File: src/dcc_pkg.sv
// Package for the DCC bit generator: frame phase codes, request codes and encodings.
package dcc_pkg;

    // Ones sent ahead of the first start bit of every frame
    localparam int PREAMBLE_ONES = 14;

    // Frame phase counter: idle, preamble counts, start bit, data bits, closing one
    localparam int PHASE_W = $clog2(PREAMBLE_ONES + 3);
    typedef logic [PHASE_W-1:0] phase_t;

    localparam phase_t PH_IDLE  = PHASE_W'(0);
    localparam phase_t PH_START = PHASE_W'(PREAMBLE_ONES);
    localparam phase_t PH_BYTE  = PHASE_W'(PREAMBLE_ONES + 1);
    localparam phase_t PH_END   = PHASE_W'(PREAMBLE_ONES + 2);

    // Request kinds carried in s_tuser
    typedef enum logic [1:0] {
        OP_TICK = 2'd0,
        OP_RAW  = 2'd1,
        OP_ACC  = 2'd2
    } op_t;

    // Configuration register indexes
    localparam logic CFG_ONE_HALF  = 1'b0;
    localparam logic CFG_ZERO_HALF = 1'b1;

    localparam logic [7:0] ONE_HALF_RESET  = 8'd115;
    localparam logic [7:0] ZERO_HALF_RESET = 8'd199;

    // Idle packet bytes
    localparam logic [7:0] IDLE_BYTE0 = 8'hFF;
    localparam logic [7:0] IDLE_BYTE1 = 8'h00;
    localparam logic [7:0] IDLE_BYTE2 = 8'hFF;

    localparam logic [7:0] BIT_SEL_MSB = 8'h80;

    // Basic accessory packet, first byte: 10AAAAAA from address bits 7..2
    function automatic logic [7:0] acc_byte0(input logic [10:0] addr);
        acc_byte0 = {2'b10, addr[7:2]};
    endfunction

    // Second byte: 1aaa1PPO, aaa the inverted address bits 10..8
    function automatic logic [7:0] acc_byte1(input logic [10:0] addr, input logic outb);
        acc_byte1 = {1'b1, ~addr[10:8], 1'b1, addr[1:0], outb};
    endfunction

endpackage

File: src/dcc_packet_bit_generator.sv
// DCC packet bit generator: one track bit per tick request, with a one-deep packet queue.
// Result: registered, and shown on the master side in the cycle after its request is accepted.
// Throughput: one request per cycle; the single result register is refilled while
//   being drained, and s_tready drops only while an untaken result stalls.
// Reset: asynchronous, active low; frame at the idle phase, queue empty, half periods
//   at 115 and 199. Packet byte stores are not cleared and are always written before use.
module dcc_packet_bit_generator
(
    input  logic        clk,
    input  logic        rst_n,
    // configuration write port
    input  logic        cfg_we,
    input  logic        cfg_index,
    input  logic [7:0]  cfg_data,
    // request side
    input  logic        s_tvalid,
    output logic        s_tready,
    // s_tdata: byte_first[7:0], byte_second[15:8], accessory_address[26:16],
    //          output_bit[27], repeat_count[35:28], zero fill[39:36]
    input  logic [39:0] s_tdata,
    // s_tuser: op[1:0]
    input  logic [1:0]  s_tuser,
    // result side
    output logic        m_tvalid,
    input  logic        m_tready,
    // m_tdata: bit_value[0], half_period[8:1], load_accepted[9], pending_empty[10],
    //          zero fill[15:11]
    output logic [15:0] m_tdata,
    // m_tuser: bit_valid[0]
    output logic [0:0]  m_tuser
);

    import dcc_pkg::*;

    // Configuration
    logic [7:0] one_half_reg;
    logic [7:0] zero_half_reg;

    // Frame state
    phase_t     phase_reg,      phase_next;
    logic [7:0] bit_sel_reg,    bit_sel_next;
    logic [1:0] byte_pos_reg,   byte_pos_next;
    logic [7:0] shift_reg,      shift_next;
    logic [7:0] active_reg [3];
    logic [7:0] active_next [3];
    logic       active_we;

    // Queue
    logic [7:0] pend0_reg,      pend0_next;
    logic [7:0] pend1_reg,      pend1_next;
    logic [7:0] repeats_reg,    repeats_next;
    logic       pend_we;

    // Result register
    logic        m_valid_reg;
    logic [15:0] m_data_reg;
    logic        m_user_reg;

    // Request fields
    logic [1:0]  op;
    logic [7:0]  byte_first;
    logic [7:0]  byte_second;
    logic [10:0] acc_addr;
    logic        out_bit;
    logic [7:0]  rep_count;

    logic        accept;
    logic        res_bit_valid;
    logic        res_bit;
    logic [7:0]  res_half;
    logic        res_accepted;
    logic [1:0]  pos_inc;
    logic [7:0]  sel_shifted;

    assign op          = s_tuser;
    assign byte_first  = s_tdata[7:0];
    assign byte_second = s_tdata[15:8];
    assign acc_addr    = s_tdata[26:16];
    assign out_bit     = s_tdata[27];
    assign rep_count   = s_tdata[35:28];

    // Take a new request whenever the result register is empty or being drained
    assign s_tready = !m_valid_reg || m_tready;
    assign accept   = s_tvalid && s_tready;

    assign pos_inc     = byte_pos_reg + 2'd1;
    assign sel_shifted = bit_sel_reg >> 1;

    always_comb
    begin
        phase_next     = phase_reg;
        bit_sel_next   = bit_sel_reg;
        byte_pos_next  = byte_pos_reg;
        shift_next     = shift_reg;
        active_next[0] = active_reg[0];
        active_next[1] = active_reg[1];
        active_next[2] = active_reg[2];
        active_we      = 1'b0;
        pend0_next     = pend0_reg;
        pend1_next     = pend1_reg;
        repeats_next   = repeats_reg;
        pend_we        = 1'b0;
        res_bit_valid  = 1'b0;
        res_bit        = 1'b0;
        res_accepted   = 1'b0;

        unique case (op)
            OP_TICK:
            begin
                res_bit_valid = 1'b1;
                res_bit       = 1'b1;
                if (phase_reg == PH_BYTE)
                begin
                    // Send the selected data bit, MSB first
                    res_bit      = |(shift_reg & bit_sel_reg);
                    bit_sel_next = sel_shifted;
                    if (sel_shifted == 8'd0)
                    begin
                        byte_pos_next = pos_inc;
                        phase_next    = (pos_inc != 2'd3) ? PH_START : PH_END;
                    end
                end
                else if (phase_reg == PH_START)
                begin
                    // Start bit; load the next packet byte into the shifter
                    res_bit      = 1'b0;
                    bit_sel_next = BIT_SEL_MSB;
                    case (byte_pos_reg)
                        2'd0:    shift_next = active_reg[0];
                        2'd1:    shift_next = active_reg[1];
                        2'd2:    shift_next = active_reg[2];
                        default: shift_next = 8'd0;
                    endcase
                    phase_next = PH_BYTE;
                end
                else if (phase_reg == PH_END)
                begin
                    phase_next = PH_IDLE;
                end
                else if (phase_reg == PH_IDLE)
                begin
                    // Open a frame: take the queued packet, else the idle packet
                    active_we = 1'b1;
                    if (repeats_reg != 8'd0)
                    begin
                        active_next[0] = pend0_reg;
                        active_next[1] = pend1_reg;
                        active_next[2] = pend0_reg ^ pend1_reg;
                        repeats_next   = repeats_reg - 8'd1;
                    end
                    else
                    begin
                        active_next[0] = IDLE_BYTE0;
                        active_next[1] = IDLE_BYTE1;
                        active_next[2] = IDLE_BYTE2;
                    end
                    byte_pos_next = 2'd0;
                    phase_next    = PHASE_W'(1);
                end
                else if (phase_reg < PH_START)
                begin
                    phase_next = phase_reg + PHASE_W'(1);
                end
                else
                begin
                    phase_next = PH_IDLE;
                end
            end
            OP_RAW:
            begin
                if (repeats_reg == 8'd0)
                begin
                    res_accepted = 1'b1;
                    pend_we      = 1'b1;
                    pend0_next   = byte_first;
                    pend1_next   = byte_second;
                    repeats_next = 8'd1;
                end
            end
            OP_ACC:
            begin
                if (repeats_reg == 8'd0)
                begin
                    res_accepted = 1'b1;
                    pend_we      = 1'b1;
                    pend0_next   = acc_byte0(acc_addr);
                    pend1_next   = acc_byte1(acc_addr, out_bit);
                    repeats_next = rep_count;
                end
            end
            default:
            begin
                // Unused code: no operation
            end
        endcase

        res_half = 8'd0;
        if (res_bit_valid)
        begin
            res_half = res_bit ? one_half_reg : zero_half_reg;
        end
    end

    // Configuration writes
    always_ff @(posedge clk or negedge rst_n)
    begin
        if (!rst_n)
        begin
            one_half_reg  <= ONE_HALF_RESET;
            zero_half_reg <= ZERO_HALF_RESET;
        end
        else if (cfg_we)
        begin
            if (cfg_index == CFG_ONE_HALF)
            begin
                one_half_reg <= cfg_data;
            end
            if (cfg_index == CFG_ZERO_HALF)
            begin
                zero_half_reg <= cfg_data;
            end
        end
    end

    // Frame and queue control state
    always_ff @(posedge clk or negedge rst_n)
    begin
        if (!rst_n)
        begin
            phase_reg    <= PH_IDLE;
            bit_sel_reg  <= 8'd0;
            byte_pos_reg <= 2'd0;
            shift_reg    <= 8'd0;
            repeats_reg  <= 8'd0;
        end
        else if (accept)
        begin
            phase_reg    <= phase_next;
            bit_sel_reg  <= bit_sel_next;
            byte_pos_reg <= byte_pos_next;
            shift_reg    <= shift_next;
            repeats_reg  <= repeats_next;
        end
    end

    // Packet byte stores: no reset, written before first use
    always_ff @(posedge clk)
    begin
        if (accept && active_we)
        begin
            active_reg[0] <= active_next[0];
            active_reg[1] <= active_next[1];
            active_reg[2] <= active_next[2];
        end
        if (accept && pend_we)
        begin
            pend0_reg <= pend0_next;
            pend1_reg <= pend1_next;
        end
    end

    // Result register: hold while stalled, refill on every accepted request
    always_ff @(posedge clk or negedge rst_n)
    begin
        if (!rst_n)
        begin
            m_valid_reg <= 1'b0;
        end
        else if (accept)
        begin
            m_valid_reg <= 1'b1;
        end
        else if (m_tready)
        begin
            m_valid_reg <= 1'b0;
        end
    end

    always_ff @(posedge clk)
    begin
        if (accept)
        begin
            m_data_reg <= {5'd0, (repeats_next == 8'd0), res_accepted, res_half, res_bit};
            m_user_reg <= res_bit_valid;
        end
    end

    assign m_tvalid   = m_valid_reg;
    assign m_tdata    = m_data_reg;
    assign m_tuser[0] = m_user_reg;

`ifndef SYNTH
    // A load arriving while the queue is occupied must be refused
    a_reject_busy: assert property (@(posedge clk) disable iff (!rst_n)
        (accept && (op == OP_RAW || op == OP_ACC) && repeats_reg != 8'd0)
        |=> (m_tdata[9] == 1'b0))
        else $error("load taken while queue busy");

    // Reported queue status matches the queue counter after each request
    a_empty_flag: assert property (@(posedge clk) disable iff (!rst_n)
        accept |=> (m_tdata[10] == (repeats_reg == 8'd0)))
        else $error("pending_empty disagrees with queue state");

    // The phase counter never leaves the frame's range
    a_phase_range: assert property (@(posedge clk) disable iff (!rst_n)
        phase_reg <= PH_END)
        else $error("frame phase out of range");

    // While sending data bits a bit is always selected
    a_bit_select: assert property (@(posedge clk) disable iff (!rst_n)
        (phase_reg == PH_BYTE) |-> (bit_sel_reg != 8'd0))
        else $error("data phase with no bit selected");
`endif

endmodule
File: config.mk
export PLATFORM = sky130hd
export DESIGN_NAME = dcc_packet_bit_generator
export DESIGN_NICKNAME = d
export VERILOG_FILES = /design/src/dcc_pkg.sv /design/src/dcc_packet_bit_generator.sv
export SDC_FILE = /design/constraint.sdc
export NUM_CORES = 1
export LEC_CHECK = 0
export ABC_AREA = 1
export BUFFER_PORTS_ARGS = -buffer_cell sky130_fd_sc_hd__buf_2
export CORE_MARGIN = 5
export CORE_UTILIZATION = 54
export CTS_BUF_LIST = sky130_fd_sc_hd__clkbuf_2 sky130_fd_sc_hd__clkbuf_4 sky130_fd_sc_hd__clkbuf_8
export DETAILED_ROUTE_END_ITERATION = 10
export PLACE_DENSITY_LB_ADDON = 0.3
export SLEW_MARGIN = 20
export SYNTH_ARGS = -nofsm -noshare
export SYNTH_HDL_FRONTEND = slang
export SYNTH_SLANG_ARGS = --single-unit
File: constraint.sdc
create_clock -name clk -period 2.9 [get_ports clk]
set_input_delay 0.29 -clock clk [delete_from_list [all_inputs] [get_ports clk]]
set_output_delay 0.29 -clock clk [all_outputs]
set_load 0.01 [all_outputs]
==> impl_metrics.json <==
{
  "reg2reg_depth": 14,
  "worstSkewPairLatency_ns": 0.38,
  "synth-edff-count": 52,
  "cp.required_ns": 3.05,
  "ios": 75,
  "fin_crit_ns": 2.38,
  "yosysTopAreaCellShare_pct": 30.6,
  "ys_types": 31,
  "irDropWorstVdd_v": 0.000251,
  "wirelength_mm": 10.1,
  "min_path_type": "in2reg",
  "mostFrequentLayoutCell": "nand2_1",
  "htreeDepth": 3,
  "largest_register_ffs": 24,
  "synth_top_area_cell": "edfxtp_1",
  "io_buffers": 65,
  "layout_common_cells": "157 x nand2_1, 64 x buf_2, 62 x inv_1, 58 x o21ai_0, 52 x edfxtp_1",
  "wire_per_inst_um": 12.9,
  "clock.fmax_mhz": 420,
  "tightest_slew_ns": 0.624,
  "grt-ovfl-total": 0,
  "clk_pin_slew_worst_paths_ns": 0.11,
  "rsz0062_at_grt": "no",
  "powerDensity_nw_per_um2": 609,
  "route.detailed.drc": 0,
  "worst_setup_path_start_kind": "flip-flop",
  "critPathCaptureType": "flip-flop",
  "finalCritPeriodShare_pct": 82.1,
  "clock_skew_ns": 0.0171,
  "areaGrowthSynthToFinish_pct": 13.0,
  "cts.sinks": 100,
  "crit_top_cell": "nand2_1",
  "dpl_cell_area_um2": 5550,
  "cts_buffers": 9,
  "netlist_area_um2": 5090,
  "grt_max_degree": 46,
  "drv_slew": 0,
  "hpwl_mm": 7.42,
  "n_fill_cell": 791,
  "syn_inst": 582,
  "path_max_fanout": 11,
  "avgSynthCellArea_um2": 8.75,
  "drt_iter0_drc": 215,
  "tritoncts": "yes",
  "worstSetupPathType": "reg2reg",
  "crit_slowest_cell": "dfrtp_1",
  "start_util_pct": 55.1,
  "drt_pass1_iterations": 5,
  "relSlewSlack_pct": 58.4,
  "timing.hold.ws_ns": 0.143,
  "dieArea_um2": 11500,
  "setup_violations": 0,
  "final_area_um2": 5760,
  "status": "finished clean",
  "clk_path_buf_depth": 2,
  "synth-warning-count": 0,
  "nets": 722,
  "coreArea_um2": 9240,
  "grt_pass1_wl_mm": 17.1,
  "grt_use_total_pct": 18.5,
  "drive_gt1_share_pct": 20.2,
  "reg2reg_to": "m_tdata[10]$_DFFE_PP_",
  "final_antenna_net_count": 0,
  "yosys_register_bits": 100,
  "synthTopCellsByArea": "edfxtp_1 31%, dfrtp_1 19%, nand2_1 12%, o21ai_0 5.7%, dfstp_2 5.2%",
  "cp.arrival_ns": 2.53,
  "cap_violations": 0,
  "vias": 3981,
  "hp-start": "cfg_data[6]",
  "drt-vias-per-instance": 5.08,
  "clock-root-buffer": "clkbuf_8",
  "fin_setup_tns_ns": 0,
  "first_global_vias": 3824,
  "hold_path_depth": 3,
  "power.leakage_nw": 2.67,
  "ys_seq_area_share_pct": 54.5,
  "std_cell_rows": 35,
  "die_width_um": 107,
  "diodes": 0,
  "async_flop_share_pct": 48.0,
  "hold_viol": 0,
  "r2r_slack_ns": 0.52,
  "synth_ff_type": "edfxtp_1",
  "antenna_found_initial": 0,
  "r2r-start": "repeats_reg[0]$_DFFE_PN0P_",
  "hold_path_end": "zero_half_reg[6]$_DFFE_PN1P_",
  "place_congestion": 0.869,
  "worstPathCellList": "inv_1, ha_1, nand2_1, inv_1, nand2_1, ha_1, nand2_1, nand3_1, nand3_1, nand2_1, nand2_1, nor2_2, nand2_1, nor2_1",
  "die_h_um": 107,
  "slowest_delay_ns": 0.40
}
-- logic make-up after synthesis --
| kind of cell | count (synthesis) | share of synthesized area, % |
|---|---|---|
| adder cells (fa/ha/maj) | 16 | 3.93 |
| other | 1 | 0.0736 |
| AND/OR/NAND/NOR | 283 | 24.4 |
| flip-flops | 100 | 54.5 |
| AO/OA/AOI/OAI | 96 | 10.1 |
| buffers and inverters | 86 | 7.02 |
-- metal layers --
| metal | GRT usage (%) | vias to the layer above | share of wire (%) |
|---|---|---|---|
| li1 | - | 2038 | - |
| met3 | 3.37 | 13 | 6.4 |
| met5 | 0 | - | 0 |
| met1 | 24.2 | 1809 | 46 |
| met2 | 30.3 | 121 | 46 |
| met4 | 7.49 | 0 | 1.6 |
-- report_power, final --
group | switching [W] | total (W) | leakage [nW] | internal (W)
sequential | 0.000123 | 0.00181 | 1.05 | 0.00169
combinational | 0.000533 | 0.000831 | 1.52 | 0.000297
clock | 0.000528 | 0.000867 | 0.0970 | 0.000339
-- worst max path at each step --
stage | depth (start not counted) | slack (ns) | end | from
after floorplan | 7 | 0.22 | active_reg[0][0]$_SDFFCE_PP1P_ | phase_reg[1]$_DFFE_PN0P_
after global placement | 14 | 0.58 | m_tdata[10]$_DFFE_PP_ | repeats_reg[0]$_DFFE_PN0P_
after detailed placement | 14 | 0.55 | m_tdata[10]$_DFFE_PP_ | repeats_reg[0]$_DFFE_PN0P_
final | 14 | 0.52 | m_tdata[10]$_DFFE_PP_ | repeats_reg[0]$_DFFE_PN0P_
after CTS | 14 | 0.53 | m_tdata[10]$_DFFE_PP_ | repeats_reg[0]$_DFFE_PN0P_
after global routing | 14 | 0.32 | m_tdata[10]$_DFFE_PP_ | repeats_reg[0]$_DFFE_PN0P_
-- what timing repair did --
item,CTS,global route
endpoints found under the hold margin,0,38
setup buffers,0,0
hold buffers,0,1
resized for setup,0,0
-- cells in the mapped netlist, types with 6 or more instances --
| master | n |
|---|---|
| a21oi_1 | 13 |
| a31oi_1 | 7 |
| clkbuf_1 | 10 |
| dfrtp_1 | 38 |
| dfstp_2 | 10 |
| edfxtp_1 | 52 |
| ha_1 | 16 |
| inv_1 | 62 |
| nand2_1 | 157 |
| nand3_1 | 40 |
| nor2_1 | 51 |
| nor2_2 | 6 |
| nor2_4 | 6 |
| o21ai_0 | 58 |
| o21ai_1 | 7 |
| o22ai_1 | 9 |
| or2_2 | 9 |
-- stage by stage --
stage | utilization (%) | setup WS (ns) | total power (W) | std cells
final | 62.3 | 0.519 | 0.00351 | 784
after detailed placement | 60.0 | 0.553 | 0.00266 | 767
after global placement | 60.0 | 0.580 | 0.00263 | 767
after floorplan | - | 0.217 | 0.00244 | 586
after global routing | 62.3 | 0.316 | 0.00373 | 784
after CTS | 62.2 | 0.527 | 0.00353 | 783
-- critical path: cells and delay by family (launching register included) --
| family | cells | cell delay [ns] |
|---|---|---|
| buf+inv | 2 | 0.25 |
| fa+ha+maj | 2 | 0.63 |
| simple gates | 10 | 0.88 |
| flops | 1 | 0.40 |
-- layout make-up --
class | instances | area, um2 | area share (%)
Sequential cell | 100 | 2780 | 48.2
Multi-Input combinational cell | 400 | 1990 | 34.5
Timing Repair Buffer | 73 | 390 | 6.78
Inverter | 66 | 248 | 4.30
Tap cell | 129 | 161 | 2.80
Clock buffer | 9 | 124 | 2.15
Clock inverter | 7 | 72.6 | 1.26
(Power assumes the default switching activity.)
